===== src/yc2rgb_pkg.sv =====
`timescale 1ns / 1ps

package yc2rgb_pkg;

  // sample and bus widths
  localparam int PIX_W  = 8;
  localparam int IN_W   = 4 * PIX_W;
  localparam int OUT_W  = 6 * PIX_W;

  // width of one weighted term after the shift, and of a channel before clamping
  localparam int TERM_W = 10;
  localparam int CHAN_W = 11;
  localparam int PROD_W = 18;

  // integer weights, scaled by 256
  localparam logic signed [PROD_W-1:0] K_LUMA     = 18'sd298;
  localparam logic signed [PROD_W-1:0] K_RED_CR   = 18'sd409;
  localparam logic signed [PROD_W-1:0] K_GREEN_CR = 18'sd208;
  localparam logic signed [PROD_W-1:0] K_GREEN_CB = 18'sd100;
  localparam logic signed [PROD_W-1:0] K_BLUE_CB  = 18'sd516;

  localparam logic signed [8:0]        LUMA_OFS   = 9'sd16;
  localparam logic signed [8:0]        CHROMA_OFS = 9'sd128;
  localparam logic signed [PROD_W-1:0] ROUND_HALF = 18'sd128;
  localparam logic [PIX_W-1:0]         PIX_MAX    = 8'hFF;

  typedef logic signed [TERM_W-1:0] term_t;

  // chroma contributions shared by both pixels of a pair
  typedef struct packed {
    term_t red;
    term_t green;
    term_t blue;
  } chroma_terms_t;

  // (298*(y-16)) >> 8, floor shift
  function automatic term_t luma_term(input logic [PIX_W-1:0] y);
    logic signed [8:0]        d;
    logic signed [PROD_W-1:0] p;
    d = $signed({1'b0, y}) - LUMA_OFS;
    p = PROD_W'(d) * K_LUMA;
    return TERM_W'(p >>> 8);
  endfunction

  // (k*(c-128)+128) >> 8, floor shift
  function automatic term_t chroma_term(input logic signed [PROD_W-1:0] k,
                                        input logic [PIX_W-1:0]         c);
    logic signed [8:0]        d;
    logic signed [PROD_W-1:0] p;
    d = $signed({1'b0, c}) - CHROMA_OFS;
    p = PROD_W'(d) * k + ROUND_HALF;
    return TERM_W'(p >>> 8);
  endfunction

  // clamp a channel to 0..255
  function automatic logic [PIX_W-1:0] sat8(input logic signed [CHAN_W-1:0] v);
    logic [PIX_W-1:0] r;
    if (v < 0) begin
      r = '0;
    end else if (v > 11'sd255) begin
      r = PIX_MAX;
    end else begin
      r = v[PIX_W-1:0];
    end
    return r;
  endfunction

endpackage


===== src/yc2rgb_chroma.sv =====
`timescale 1ns / 1ps

module yc2rgb_chroma (
  input  logic [yc2rgb_pkg::PIX_W-1:0] chroma_blue,
  input  logic [yc2rgb_pkg::PIX_W-1:0] chroma_red,
  output yc2rgb_pkg::chroma_terms_t    terms
);

  yc2rgb_pkg::term_t green_cr;
  yc2rgb_pkg::term_t green_cb;

  // green sums its two separately rounded terms
  always_comb begin
    green_cr    = yc2rgb_pkg::chroma_term(yc2rgb_pkg::K_GREEN_CR, chroma_red);
    green_cb    = yc2rgb_pkg::chroma_term(yc2rgb_pkg::K_GREEN_CB, chroma_blue);
    terms.red   = yc2rgb_pkg::chroma_term(yc2rgb_pkg::K_RED_CR, chroma_red);
    terms.green = green_cr + green_cb;
    terms.blue  = yc2rgb_pkg::chroma_term(yc2rgb_pkg::K_BLUE_CB, chroma_blue);
  end

endmodule


===== src/yc2rgb_pixel.sv =====
`timescale 1ns / 1ps

module yc2rgb_pixel (
  input  logic [yc2rgb_pkg::PIX_W-1:0] luma,
  input  yc2rgb_pkg::chroma_terms_t    terms,
  output logic [yc2rgb_pkg::PIX_W-1:0] red,
  output logic [yc2rgb_pkg::PIX_W-1:0] green,
  output logic [yc2rgb_pkg::PIX_W-1:0] blue
);

  yc2rgb_pkg::term_t                     l;
  logic signed [yc2rgb_pkg::CHAN_W-1:0] red_sum;
  logic signed [yc2rgb_pkg::CHAN_W-1:0] green_sum;
  logic signed [yc2rgb_pkg::CHAN_W-1:0] blue_sum;

  // scaled luma plus or minus the chroma terms, then clamp each channel
  always_comb begin
    l         = yc2rgb_pkg::luma_term(luma);
    red_sum   = yc2rgb_pkg::CHAN_W'(l) + yc2rgb_pkg::CHAN_W'(terms.red);
    green_sum = yc2rgb_pkg::CHAN_W'(l) - yc2rgb_pkg::CHAN_W'(terms.green);
    blue_sum  = yc2rgb_pkg::CHAN_W'(l) + yc2rgb_pkg::CHAN_W'(terms.blue);
    red       = yc2rgb_pkg::sat8(red_sum);
    green     = yc2rgb_pkg::sat8(green_sum);
    blue      = yc2rgb_pkg::sat8(blue_sum);
  end

endmodule


===== src/ycbcr_pair_to_rgb.sv =====
// an accepted pair is held in the input register, then in the result register, which drives m_tvalid
// throughput: one pixel pair per cycle while m_tready stays high, set by the input and result registers
// the chroma products and luma products are formed between those two registers
// reset (rst, synchronous) clears both valid flags; data registers are not reset
`timescale 1ns / 1ps

module ycbcr_pair_to_rgb (
  input  logic                          clk,
  input  logic                          rst,
  input  logic                          s_tvalid,
  output logic                          s_tready,
  // luma_first, luma_second, chroma_blue, chroma_red (8 bits each)
  input  logic [yc2rgb_pkg::IN_W-1:0]  s_tdata,
  output logic                          m_tvalid,
  input  logic                          m_tready,
  // red_first, green_first, blue_first, red_second, green_second, blue_second
  output logic [yc2rgb_pkg::OUT_W-1:0] m_tdata
);

  localparam int W = yc2rgb_pkg::PIX_W;

  logic                          in_valid;
  logic [yc2rgb_pkg::IN_W-1:0]  in_data;
  logic                          out_valid;
  logic [yc2rgb_pkg::OUT_W-1:0] out_data;
  logic [yc2rgb_pkg::OUT_W-1:0] out_data_next;
  logic                          out_free;
  logic                          in_advance;

  yc2rgb_pkg::chroma_terms_t terms;
  logic [W-1:0] red_first, green_first, blue_first;
  logic [W-1:0] red_second, green_second, blue_second;

  // handshake: result register frees when empty or taken downstream
  assign out_free   = !out_valid || m_tready;
  assign in_advance = in_valid && out_free;
  assign s_tready   = !in_valid || in_advance;
  assign m_tvalid   = out_valid;
  assign m_tdata    = out_data;

  // input register
  always_ff @(posedge clk) begin
    if (rst) begin
      in_valid <= 1'b0;
    end else if (s_tready) begin
      in_valid <= s_tvalid;
    end
  end

  always_ff @(posedge clk) begin
    if (s_tvalid && s_tready) begin
      in_data <= s_tdata;
    end
  end

  // shared chroma terms
  yc2rgb_chroma u_chroma (
    .chroma_blue (in_data[2*W +: W]),
    .chroma_red  (in_data[3*W +: W]),
    .terms       (terms)
  );

  // left and right pixels
  yc2rgb_pixel u_pixel_first (
    .luma  (in_data[0 +: W]),
    .terms (terms),
    .red   (red_first),
    .green (green_first),
    .blue  (blue_first)
  );

  yc2rgb_pixel u_pixel_second (
    .luma  (in_data[W +: W]),
    .terms (terms),
    .red   (red_second),
    .green (green_second),
    .blue  (blue_second)
  );

  assign out_data_next = {blue_second, green_second, red_second,
                          blue_first, green_first, red_first};

  // result register
  always_ff @(posedge clk) begin
    if (rst) begin
      out_valid <= 1'b0;
    end else if (out_free) begin
      out_valid <= in_valid;
    end
  end

  always_ff @(posedge clk) begin
    if (in_advance) begin
      out_data <= out_data_next;
    end
  end

`ifndef SYNTH
  // an input transfer never lands on a full, stalled pipeline
  assert property (@(posedge clk) disable iff (rst)
    (s_tvalid && s_tready) |-> !(in_valid && out_valid && !m_tready))
    else $error("input transfer while pipeline full");

  // a held item moves on when the result register is empty
  assert property (@(posedge clk) disable iff (rst)
    (in_valid && !out_valid) |=> out_valid)
    else $error("item did not reach result register");

  // an empty input register always takes a transfer
  assert property (@(posedge clk) disable iff (rst)
    !in_valid |-> s_tready)
    else $error("ready low with empty input register");

  // reset empties the pipeline
  assert property (@(posedge clk) rst |=> (!in_valid && !m_tvalid))
    else $error("valid flags not cleared by reset");
`endif

endmodule

===== config.mk =====
export PLATFORM = sky130hd
export DESIGN_NAME = ycbcr_pair_to_rgb
export DESIGN_NICKNAME = d
export VERILOG_FILES = /design/src/yc2rgb_pkg.sv /design/src/yc2rgb_chroma.sv /design/src/yc2rgb_pixel.sv /design/src/ycbcr_pair_to_rgb.sv
export SDC_FILE = /design/constraint.sdc
export NUM_CORES = 1
export LEC_CHECK = 0
export BUFFER_PORTS_ARGS = -buffer_cell sky130_fd_sc_hd__clkbuf_2
export CAP_MARGIN = 20
export CORE_MARGIN = 2
export CORE_UTILIZATION = 65
export DETAILED_ROUTE_END_ITERATION = 8
export PLACE_DENSITY = 0.85
export SLEW_MARGIN = 5
export SYNTH_ARGS = -nofsm -noshare
export SYNTH_HDL_FRONTEND = slang
export SYNTH_SLANG_ARGS = --single-unit

===== constraint.sdc =====
create_clock -name clk -period 14.6 [get_ports clk]
set_clock_uncertainty 0.2 [all_clocks]
set_input_delay 1.46 -clock clk [delete_from_list [all_inputs] [get_ports clk]]
set_output_delay 1.46 -clock clk [all_outputs]
set_load 0.02 [all_outputs]

==> reports/metrics.csv <==
metric,value,unit
placed_area,0.01213,mm²
tightest_slew,0.9796,ns
fin_crit_sh,50.69,%
synth_area,0.01140,mm²
report.final.slew_viol_count,0,
yosys-top-cells-count,"ha_1 (252), inv_1 (217), xnor2_1 (86)",
die_h,136.4,µm
n_fill_cell,1266,
grt-ovfl-total,0,
synth_area_leaders,"ha_1 (28%), edfxtp_1 (21%), fa_1 (9.7%), inv_1 (7.1%), xnor2_1 (6.6%)",
start_util,66.11,%
synth_top_family_by_area,adder cells,
crit_slowest_cell,a211oi_1,
cts_tree,built,
cp-start-kind,flip-flop,
yosys.area_share.adder,37.51,%
diodes,0,
worst_setup_path_end_kind,flip-flop,
design_area,0.01246,mm²
first_global_vias,8481,
synth_seq_area_share,21.43,%
timing.slew.headroom,34.23,%
outcome,"finished, final reports clean",
root_buffer,clkbuf_16,
multiInputGateArea,0.008143,mm²
fmax,135.1,MHz
arrival,7.44,ns
regArea,0.002442,mm²
drt-initial-drc-count,528,
clock_path_buffers,2,
syn_nets,1541,
grt_max_degree,49,
cts_hold_buffers,0,
dp_hpwl,19.78,mm
num_io_pins,86,
synth_mux_area_share,0.5709,%
area_growth,9.310,%
yosysWarnings,0,
timing.final.crit_period,7.401,ns
final-setup-viol-count,0,
grt_pass1_wl,40.08,mm
synth-simple-area-share,9.783,%
min_from,in_valid,
async_reset_ff_share,0,%
maxCapViolations,0,
nets,1640,
clock-sinks,82,
routedWlPerCell,15.83,µm
critPathMaxStageDelay,0.75,ns
path_class,reg2reg,
yosys.area_share.xor_xnor,9.739,%
rrSetupSlack,7.20,ns
cts.repair.resized,0,
fp.dieW,136.4,µm
core.rowCount,48,
cts_made_buffers,9,
critPathMaxFanout,11,
h-tree-depth,3,
setup_slack,7.199,ns
synth.most_common_cell,ha_1,
drcViolationCount,0,
hp-class,reg2reg,
grt_usage,27.47,%
finalWirelength,24.18,mm
synth_top_area_share,27.67,%
rsz0062_at_grt,false,
io_buffers,85,
synthFlopType,edfxtp_1,
preCtsSetupSlack,7.072,ns
hold_viol_final,0,
dieArea,0.01861,mm²
post_cts_buffers,0,
crit_start,in_data[4],
coreArea,0.01724,mm²
path_common_cell,ha_1,
synth_edf_count,80,
place.gp.congestion,0.9057,
worst_ep_required_time,14.63,ns
fin_setup_tns,0,ns
postRouteAntennaNets,0,
r2r_start,in_data[4],
firstDrtPassIters,5,
drive_gt1_share,10.06,%
clkLatencyLatePin,0.37,ns
yosysTopAreaCell,ha_1,
cts.clk_slew.worst_paths,0.07,ns
syn-instance-count,1198,
synth_compound_area_share,13.79,%
ys_types,65,
vias_per_cell,5.683,
vias,8678,
avgSynthCellArea,9.512,µm²
ys_ff_latch,82,
antenna_found_initial,0,
routing by layer:
metal  vias to the layer above  part of all wire, %  GRT usage (%)
met5                         -                    0              0
met4                         0                  3.3          11.52
met3                        58                  4.4          3.281
met2                       236                   49          46.79
met1                      4049                   44          35.36
li1                       4335                    -              -
metrics by stage:
stage | hold slack [ns] | util, % | instances
floorplan | 0.2778 | - | 1198
global placement | 0.3153 | 70.37 | 1510
detailed placement | 0.3143 | 70.37 | 1510
CTS | 0.3278 | 72.24 | 1526
global route | 0.3604 | 72.27 | 1527
finish | 0.3212 | 72.27 | 1527
final timing paths:
path,depth (start not counted),to
max,26,m_tdata[7]
min,2,m_tvalid
max reg2reg,26,m_tdata[7]
min reg2reg,2,m_tvalid
sequential cells by signal, indices dropped and copies added, names as in the netlist:
register / flops
in_data: 32
in_valid: 1
m_tdata: 48
m_tvalid: 1
critical path: cells and delay by family (launching register included):
kind,cells,cell delay [ns]
AOI/OAI and AO/OA,9,2.33
xor gates and xnor gates,1,0.52
adders and majority gates,7,2.51
buffers and inverters,4,0.54
DFF,1,0.40
muxes,1,0.15
and+or+nand+nor,4,0.63
cells in the final DEF, fill, tap and decap left out, drive strengths merged, types with 3 or more instances in the layout:
cell type  count
nor2b         12
a221oi         3
o22ai          7
a21o          26
a21boi         5
edfxtp        80
a21oi         83
xnor2         86
nor2          57
xor2          38
nand4          3
nor4           5
or2            9
or3            7
o21a          17
inv          218
and3           7
nand2b        13
nand3         27
nor3b         11
and2           8
a211o          4
buf            3
a211oi         5
a31oi          4
o21bai        28
clkbuf        98
fa            55
nand2         40
o21ai         36
a2111oi        3
o31ai          4
nor3          12
ha           252
mux2           4
kinds of logic after synthesis:
| family | Yosys count |
|---|---|
| AO/OA/AOI/OAI | 241 |
| flip-flops | 82 |
| XOR/XNOR | 125 |
| adder cells (fa/ha/maj) | 309 |
| AND/OR/NAND/NOR | 217 |
| buffers and inverters | 218 |
| multiplexers | 6 |
final cells by class:
type | count | share of cell area [%]
Clock inverter | 4 | 0.4520
Timing Repair Buffer | 89 | 3.636
Multi-Input combinational cell | 898 | 65.37
Inverter | 217 | 6.539
Tap cell | 225 | 2.260
Clock buffer | 12 | 2.139
Sequential cell | 82 | 19.61
Power is left out: the tool's default activity adds up to more than one toggle a clock period on the data nets, which glitch-free logic cannot reach.
